--- src/rtl/iprt_pkg.sv ---
// Package with the shared types and codes of the IPv4 route table.
package iprt_pkg;

    typedef enum logic [2:0] {
        OP_INSERT     = 3'd0,
        OP_FIND       = 3'd1,
        OP_SET_STATUS = 3'd2,
        OP_REMOVE     = 3'd3,
        OP_REMOVE_LNK = 3'd4
    } op_t;

    typedef enum logic [1:0] {
        ST_OK       = 2'd0,
        ST_INVAL    = 2'd1,
        ST_NOTFOUND = 2'd2,
        ST_FULL     = 2'd3
    } status_t;

    typedef struct packed {
        logic [31:0] dest;
        logic [31:0] mask;
        logic [31:0] gateway;
        logic [1:0]  flags;
        logic [2:0]  link;
    } entry_t;

    localparam int ENTRY_W = $bits(entry_t);

    typedef enum logic [2:0] {
        S_IDLE,
        S_READ,
        S_CHECK,
        S_MOVE,
        S_DONE
    } state_t;

endpackage

--- src/rtl/iprt_ram.sv ---
// Generic single-port-write, single-port-read RAM with registered read.
module iprt_ram #(
    parameter int WIDTH = 8,
    parameter int DEPTH = 16
) (
    input  logic                     clk,
    input  logic                     we,
    input  logic [$clog2(DEPTH)-1:0] waddr,
    input  logic [WIDTH-1:0]         wdata,
    input  logic [$clog2(DEPTH)-1:0] raddr,
    output logic [WIDTH-1:0]         rdata
);

    logic [WIDTH-1:0] mem [DEPTH];

    always_ff @(posedge clk)
    begin
        if (we)
        begin
            mem[waddr] <= wdata;
        end
        rdata <= mem[raddr];
    end

endmodule

--- src/rtl/ipv4_route_table_unit.sv ---
// Top level of the IPv4 longest-prefix route table.
//
// The table holds up to TABLE_DEPTH routes in one synchronous RAM, sorted by
// netmask with the longest mask first. An item is taken when start is high
// and busy is low; busy then stays high until the result strobe. An
// operation that walks the table reads one entry per cycle through the
// single read port. A remove walks the whole table, and an insert walks it
// too and then appends the last shifted entry. A find or status change
// stops at the first hit. An insert that fails its checks or meets a full
// table ends without a walk. The next item can be taken in the first idle
// cycle after the strobe. Insert and remove shift entries by one place
// during the same walk: remove writes entry i to i-1 as it comes out of
// the RAM, and insert holds entry i in a carry register and then writes it
// to i+1. Remove-by-link compacts the table in one pass: kept entries are
// copied down to a write pointer. Result fields are valid only while done
// is high, for exactly one cycle; the receiver cannot stall the block.
// There is no clearing pass after reset; the entry count starts at zero and
// the data of entries at or above it is never used.
module ipv4_route_table_unit
    import iprt_pkg::*;
#(
    parameter int TABLE_DEPTH = 16,
    parameter int LINK_COUNT  = 8
) (
    input  logic        clk,
    input  logic        rst_n,
    input  logic        start,
    output logic        busy,
    input  logic [2:0]  op,
    input  logic [31:0] address,
    input  logic [31:0] mask,
    input  logic [31:0] gateway_addr,
    input  logic [1:0]  route_flags,
    input  logic [2:0]  link_id,
    input  logic        set_up,
    output logic        done,
    output logic [1:0]  status,
    output logic        found,
    output logic [31:0] route_dest,
    output logic [31:0] route_mask,
    output logic [31:0] route_gateway,
    output logic [1:0]  route_flag_bits,
    output logic [2:0]  route_link
);

    localparam int AW = (TABLE_DEPTH > 1) ? $clog2(TABLE_DEPTH) : 1;
    localparam int CW = $clog2(TABLE_DEPTH + 1);

    state_t state_reg, state_next;

    // Item registers.
    op_t         op_reg;
    logic [31:0] addr_reg, mask_reg, gw_reg;
    logic [1:0]  fl_reg;
    logic [2:0]  lk_reg;
    logic        up_reg;

    logic [CW-1:0] count_reg, count_next;
    logic [CW-1:0] idx_reg, idx_next;      // read index of the walk
    logic [CW-1:0] wp_reg, wp_next;        // compaction write pointer
    logic          hit_reg, hit_next;      // remove: target already passed; insert: shifting has begun
    entry_t        hold_reg, hold_next;    // insert: entry carried forward
    logic          placed_reg, placed_next;

    logic [1:0]  st_reg, st_next;
    logic        found_reg, found_next;
    entry_t      res_reg, res_next;
    logic        done_reg;

    // RAM port.
    logic          we;
    logic [AW-1:0] waddr, raddr;
    entry_t        wdata, rdata;

    iprt_ram #(.WIDTH(ENTRY_W), .DEPTH(TABLE_DEPTH)) u_ram (
        .clk  (clk),
        .we   (we),
        .waddr(waddr),
        .wdata(wdata),
        .raddr(raddr),
        .rdata(rdata)
    );

    logic accept;
    assign accept = start && !busy;
    assign busy   = (state_reg != S_IDLE);

    // Argument checks for insert.
    logic [31:0] inv_mask;
    logic [31:0] host;
    logic        mask_ok, gw_ok, link_ok, ins_ok;
    assign inv_mask = ~mask_reg;
    assign mask_ok  = ((inv_mask & (inv_mask + 32'd1)) == 32'd0);
    assign host     = gw_reg & inv_mask;
    assign gw_ok    = !fl_reg[1] ||
                      (gw_reg != 32'd0 && host != 32'd0 && host != inv_mask);
    assign link_ok  = ({29'd0, lk_reg} < 32'(LINK_COUNT));
    assign ins_ok   = mask_ok && gw_ok && link_ok;

    entry_t new_entry;
    assign new_entry = '{dest: addr_reg, mask: mask_reg, gateway: gw_reg,
                         flags: fl_reg, link: lk_reg};

    // The entry read in S_MOVE is the one at idx_reg - 1 (read issued last cycle).
    logic [CW-1:0] cur;
    assign cur = idx_reg - CW'(1);

    always_ff @(posedge clk or negedge rst_n)
    begin
        if (!rst_n)
        begin
            state_reg <= S_IDLE;
            count_reg <= '0;
            done_reg  <= 1'b0;
        end
        else
        begin
            state_reg <= state_next;
            count_reg <= count_next;
            done_reg  <= (state_next == S_DONE);
        end
    end

    always_ff @(posedge clk)
    begin
        if (accept)
        begin
            op_reg   <= op_t'(op);
            addr_reg <= address;
            mask_reg <= mask;
            gw_reg   <= gateway_addr;
            fl_reg   <= route_flags;
            lk_reg   <= link_id;
            up_reg   <= set_up;
        end
        idx_reg    <= idx_next;
        wp_reg     <= wp_next;
        hit_reg    <= hit_next;
        hold_reg   <= hold_next;
        placed_reg <= placed_next;
        st_reg     <= st_next;
        found_reg  <= found_next;
        res_reg    <= res_next;
    end

    // Next state.
    always_comb
    begin
        state_next = state_reg;
        case (state_reg)
            S_IDLE:  if (accept) state_next = S_CHECK;
            S_CHECK:
            begin
                if (op_reg == OP_INSERT && (!ins_ok || count_reg == CW'(TABLE_DEPTH)))
                    state_next = S_DONE;
                else if (op_reg > OP_REMOVE_LNK)
                    state_next = S_DONE;
                else if (count_reg == '0 && op_reg != OP_INSERT)
                    state_next = S_DONE;
                else
                    state_next = S_READ;
            end
            S_READ:  state_next = S_MOVE;
            S_MOVE:
            begin
                // An insert runs one step past the last entry to append.
                if (op_reg == OP_INSERT)
                begin
                    if (placed_next)
                        state_next = S_DONE;
                end
                else if (op_reg == OP_FIND && found_next)
                    state_next = S_DONE;
                else if (op_reg == OP_SET_STATUS && st_next == ST_OK)
                    state_next = S_DONE;
                else if (idx_reg >= count_reg)
                    state_next = S_DONE;
            end
            S_DONE:  state_next = S_IDLE;
            default: state_next = S_IDLE;
        endcase
    end

    // Datapath and RAM control.
    always_comb
    begin
        count_next  = count_reg;
        idx_next    = idx_reg;
        wp_next     = wp_reg;
        hit_next    = hit_reg;
        hold_next   = hold_reg;
        placed_next = placed_reg;
        st_next     = st_reg;
        found_next  = found_reg;
        res_next    = res_reg;
        we          = 1'b0;
        waddr       = wp_reg[AW-1:0];
        wdata       = rdata;
        raddr       = idx_reg[AW-1:0];
        case (state_reg)
            S_CHECK:
            begin
                idx_next    = '0;
                wp_next     = '0;
                hit_next    = 1'b0;
                hold_next   = new_entry;
                placed_next = 1'b0;
                found_next  = 1'b0;
                res_next    = '0;
                st_next     = ST_OK;
                case (op_reg)
                    OP_INSERT:
                    begin
                        if (!ins_ok)
                            st_next = ST_INVAL;
                        else if (count_reg == CW'(TABLE_DEPTH))
                            st_next = ST_FULL;
                        else if (count_reg == '0)
                        begin
                            // Empty table: write directly.
                            we          = 1'b1;
                            waddr       = '0;
                            wdata       = new_entry;
                            count_next  = CW'(1);
                            placed_next = 1'b1;
                            idx_next    = CW'(TABLE_DEPTH) + CW'(1);
                        end
                    end
                    OP_FIND, OP_SET_STATUS, OP_REMOVE:
                        st_next = ST_NOTFOUND;
                    OP_REMOVE_LNK: st_next = ST_OK;
                    default: st_next = ST_INVAL;
                endcase
            end
            S_READ:
            begin
                // Read of entry 0 is under way; advance the index.
                raddr    = '0;
                idx_next = CW'(1);
            end
            S_MOVE:
            begin
                raddr    = idx_reg[AW-1:0];
                idx_next = idx_reg + CW'(1);
                case (op_reg)
                    OP_INSERT:
                    begin
                        if (!placed_reg && cur < count_reg)
                        begin
                            if (hold_reg.mask >= rdata.mask)
                            begin
                                // Place new entry here and carry this one on.
                                we          = 1'b1;
                                waddr       = cur[AW-1:0];
                                wdata       = hold_reg;
                                hold_next   = rdata;
                                placed_next = 1'b0;
                                hit_next    = 1'b1;
                            end
                            else if (hit_reg)
                            begin
                                we        = 1'b1;
                                waddr     = cur[AW-1:0];
                                wdata     = hold_reg;
                                hold_next = rdata;
                            end
                        end
                        else if (!placed_reg)
                        begin
                            // Past the end: append the carried entry.
                            we          = 1'b1;
                            waddr       = cur[AW-1:0];
                            wdata       = hold_reg;
                            placed_next = 1'b1;
                            count_next  = count_reg + CW'(1);
                        end
                    end
                    OP_FIND:
                    begin
                        if (rdata.flags[0] &&
                            ((rdata.dest ^ addr_reg) & rdata.mask) == 32'd0)
                        begin
                            found_next = 1'b1;
                            res_next   = rdata;
                            st_next    = ST_OK;
                        end
                    end
                    OP_SET_STATUS:
                    begin
                        if (rdata.dest == addr_reg)
                        begin
                            we       = 1'b1;
                            waddr    = cur[AW-1:0];
                            wdata    = rdata;
                            wdata.flags[0] = up_reg;
                            st_next  = ST_OK;
                        end
                    end
                    OP_REMOVE:
                    begin
                        if (hit_reg)
                        begin
                            we    = 1'b1;
                            waddr = wp_reg[AW-1:0];
                            wp_next = wp_reg + CW'(1);
                        end
                        else if (rdata.dest == addr_reg)
                        begin
                            hit_next = 1'b1;
                            st_next  = ST_OK;
                        end
                        else
                            wp_next = wp_reg + CW'(1);
                        if (idx_reg >= count_reg && (hit_reg || rdata.dest == addr_reg))
                            count_next = count_reg - CW'(1);
                    end
                    OP_REMOVE_LNK:
                    begin
                        if (rdata.link != lk_reg)
                        begin
                            we      = 1'b1;
                            waddr   = wp_reg[AW-1:0];
                            wp_next = wp_reg + CW'(1);
                        end
                        if (idx_reg >= count_reg)
                            count_next = (rdata.link != lk_reg) ? wp_reg + CW'(1)
                                                                : wp_reg;
                    end
                    default: ;
                endcase
            end
            default: ;
        endcase
    end

    assign done            = done_reg;
    assign status          = st_reg;
    assign found           = found_reg;
    assign route_dest      = res_reg.dest;
    assign route_mask      = res_reg.mask;
    assign route_gateway   = res_reg.gateway;
    assign route_flag_bits = res_reg.flags;
    assign route_link      = res_reg.link;

    // The entry count never exceeds the table depth.
    a_count_range: assert property (@(posedge clk) disable iff (!rst_n)
        count_reg <= CW'(TABLE_DEPTH))
        else $error("entry count overflow");

    // A result strobe always ends a busy period.
    a_done_from_busy: assert property (@(posedge clk) disable iff (!rst_n)
        done |-> $past(busy))
        else $error("result without item");

    // Found is only reported with an ok status.
    a_found_ok: assert property (@(posedge clk) disable iff (!rst_n)
        (done && found) |-> (status == ST_OK))
        else $error("found with bad status");

    // The count only changes while an item is at work.
    a_count_idle: assert property (@(posedge clk) disable iff (!rst_n)
        (!$past(busy) && !busy) |-> $stable(count_reg))
        else $error("count changed while idle");

endmodule
--- config.mk ---
export PLATFORM = sky130hd
export DESIGN_NAME = ipv4_route_table_unit
export DESIGN_NICKNAME = d
export VERILOG_FILES = /design/src/rtl/iprt_pkg.sv /design/src/rtl/iprt_ram.sv /design/src/rtl/ipv4_route_table_unit.sv
export SDC_FILE = /design/constraint.sdc
export NUM_CORES = 2
export LEC_CHECK = 0
export BUFFER_PORTS_ARGS = -buffer_cell sky130_fd_sc_hd__buf_4
export CORE_UTILIZATION = 35
export DETAILED_ROUTE_END_ITERATION = 6
export GPL_TIMING_DRIVEN = 0
export HOLD_SLACK_MARGIN = 0.1
export PLACE_DENSITY_LB_ADDON = 0.08
export SLEW_MARGIN = 20
export SYNTH_ARGS = -nofsm -noshare
export SYNTH_HDL_FRONTEND = slang
export SYNTH_SLANG_ARGS = --single-unit
--- constraint.sdc ---
create_clock -name clk -period 16.24 [get_ports clk]
set_input_delay 3.248 -clock clk [delete_from_list [all_inputs] [get_ports clk]]
set_output_delay 3.248 -clock clk [all_outputs]
set_load 0.02 [all_outputs]
==> metrics.txt <==
Lkg Pwr 0.03270 µW; Layout Nets 6,269; Final Hold Fails 0; Hold Buf Count CTS 0; top-count cell post-synth edfxtp_1; gr ovfl total 0; register area share after synthesis 76.11%; Worst Path Max Fanout 8; vias in the first global route 50,938; Min-Delay Path Class flop to flop; Area Overhead vs Synth 19.87%; Min Hold Slack 0.4915 ns; cell repeated most along the worst path buf_4; CTS sink cnt 2,048; Routed WL 316.0 mm; Post-synth top cells 1,934 x edfxtp_1, 885 x nand2_1, 438 x o22ai_1, 325 x clkbuf_1, 241 x a21oi_1; Clock Pin Slew Worst Setup and Hold Paths 0.06 ns; Startpoint Class flop; slowest stage delay, CP 0.70 ns; final antenna-violating net count 0; worst path cell trace inv_1 -> ha_1 -> xor2_1 -> ha_1 -> o21a_1 -> o21a_1 -> o21ai_0 -> and2_1 -> o21ai_0 -> a31o_2 -> nor4_1 -> nor3b_2 -> buf_4 -> buf_4 -> buf_4 -> buf_4 -> buf_4 -> buf_4 -> buf_4; gr usage total 27.12%; Critical Path RT 16.81 ns; Final period util 40.51%; Max H-tree Level 4; Crit-path slowest cell nor3b_2; leading area contributor after synthesis edfxtp_1; DRC 51; dominant synthesized flop cell edfxtp_1; CORE AREA 225,100 µm²; critical path class flop to flop; DR vias/cell 5.736; failing checks DRC; Rel. slew slack 18.86%; Worst-Margin Slew 1.217 ns; CTS tree yes; first-pass GRT wire length 427.7 mm; Largest register FFs 1,616; FP Rows 174; GPL Wtd Cong 0.9061; largest net degree at the start of global routing 42; Die Y 478.2 µm; Cells after Synth 5,382; area of the mapped netlist 79,360 µm²; Final Slew Violations 0; port bufs 213; Die ar. 228,600 µm²; Setup crit end kind flop; ys async rst share 0.4395%; number of flops mapped to enable cells by yosys 1,934; DP HPWL 224.1 mm; Clock Tree Root clkbuf_16; Mapped Avg Cell Area 14.75 µm²; VDD IR-drop max 0.09295 mV; max_cap viols 0; post-CTS resize count 0; Initial DRC Count 6,837; Vias 53,370; worst-case clock buffer depth 3; Critical Path AT 7.15 ns; status finished, violations left; TritonRoute pass-1 iters 7; Unique masters post-synth 76; area share of the largest cell type after synthesis 73.18%; Setup Buffers After CTS 0; Yosys reg bits 2,048; RSZ-0062 raised after global routing false; Clk Latency, worst-skew pair 0.88 ns; Power Density 130.4 nW/µm²; final std cells w/o fill 9,304; Die X 478.2 µm; yosys warns 0; dpl cells 8,884; I/O pins 214; WL per Instance 33.96 µm; worst clock skew 0.05835 ns; top cells by area, synth edfxtp_1 73%, nand2_1 4.2%, o22ai_1 3.5%; share of cells above drive strength 1 14.99%; Starting Density 35.25%; Setup violations, final 0; total CTS buffers 218; Syn Nets 5,539; Fmax 0.1520 GHz; antenna violations before repair 28; fin crit period 6.579 ns
-- worst max-delay path, delay by kind of cell, from the launching register on --
family	cells	cell delay, ns
adder cells (fa/ha/maj)	2	0.58
AO/OA/AOI/OAI	5	1.22
XOR/XNOR	1	0.44
buffers and inverters	8	1.92
flip-flops	1	0.52
AND/OR/NAND/NOR	3	1.56
-- kinds of logic after synthesis --
| group | after synthesis | share of synthesized area [%] |
|---|---|---|
| fa+ha+maj | 49 | 0.7820 |
| mux | 11 | 0.1435 |
| xor+xnor | 53 | 0.5849 |
| simple gates | 1190 | 6.348 |
| compound gates | 1586 | 13.70 |
| buf+inv | 445 | 2.326 |
| flops | 2048 | 76.11 |
-- worst paths after layout --
path	start	endpoint	slack [ns]	depth (start not counted)
hold / removal	status[1]	status[1]	0.49	2
setup reg to reg	idx_reg[0]	u_ram.mem[8][83]	9.66	19
setup / recovery	idx_reg[0]	u_ram.mem[8][83]	9.66	19
hold reg to reg	status[1]	status[1]	0.49	2
max in group asynchronous	rst_n	count_reg[1]	13.85	1
min in group asynchronous	rst_n	done	2.22	1
-- where the power goes --
| part | leakage (µW) | switching (µW) | internal, µW | total (µW) |
|---|---|---|---|---|
| Sequential | 0.0185 | 137 | 6050 | 6180 |
| Combinational | 0.0108 | 942 | 327 | 1270 |
| Clock | 0.00345 | 2140 | 2810 | 4950 |
-- layout by cell type, fill, tap and decap left out, types with 100 or more instances in the layout --
cell type	netlist	routed
nand2_1	885	884
dfxtp_1	105	105
o22ai_1	438	438
buf_4	8	340
clkbuf_16	0	224
clkbuf_1	325	341
edfxtp_1	1934	1934
a21oi_1	241	238
a21o_1	207	207
a211oi_1	104	104
a22o_1	100	100
a31oi_1	208	208
a311oi_1	203	201
-- through the flow --
stage               instance area (µm²)  util, %  setup WS [ns]  power, µW  setup TNS [ns]
finish                            95130    42.26          9.661      12400               0
global route                      95110    42.25          9.483      12720               0
CTS                               95100    42.25          9.752      12450               0
detailed placement                88030    39.11          9.792       7541               0
global placement                  84700    37.63         -12.77       7498        -7967.42
floorplan                         79360        -          2.274       6836               0
-- area by class of cell --
type | instances | area [µm²]
Multi-Input combinational cell | 2889 | 17260
Antenna cell | 9 | 22.52
Buffer | 365 | 1598
Sequential cell | 2048 | 60400
Clock inverter | 106 | 928.4
Tap cell | 2992 | 3744
Fill cell | 20793 | 130000
Timing Repair Buffer | 510 | 4737
Clock buffer | 305 | 6140
Inverter | 80 | 300.3
-- per-layer routing --
layer  vias to the layer above  part of all wire, %  GRT usage [%]
met3                       455                  8.1          4.581
met4                         8                  3.5          9.341
met5                         -                0.088              0
met2                      2602                   45          41.27
met1                     27636                   44          39.09
li1                      22669                    -              -
No activity file was read; power rests on OpenSTA's default activity.
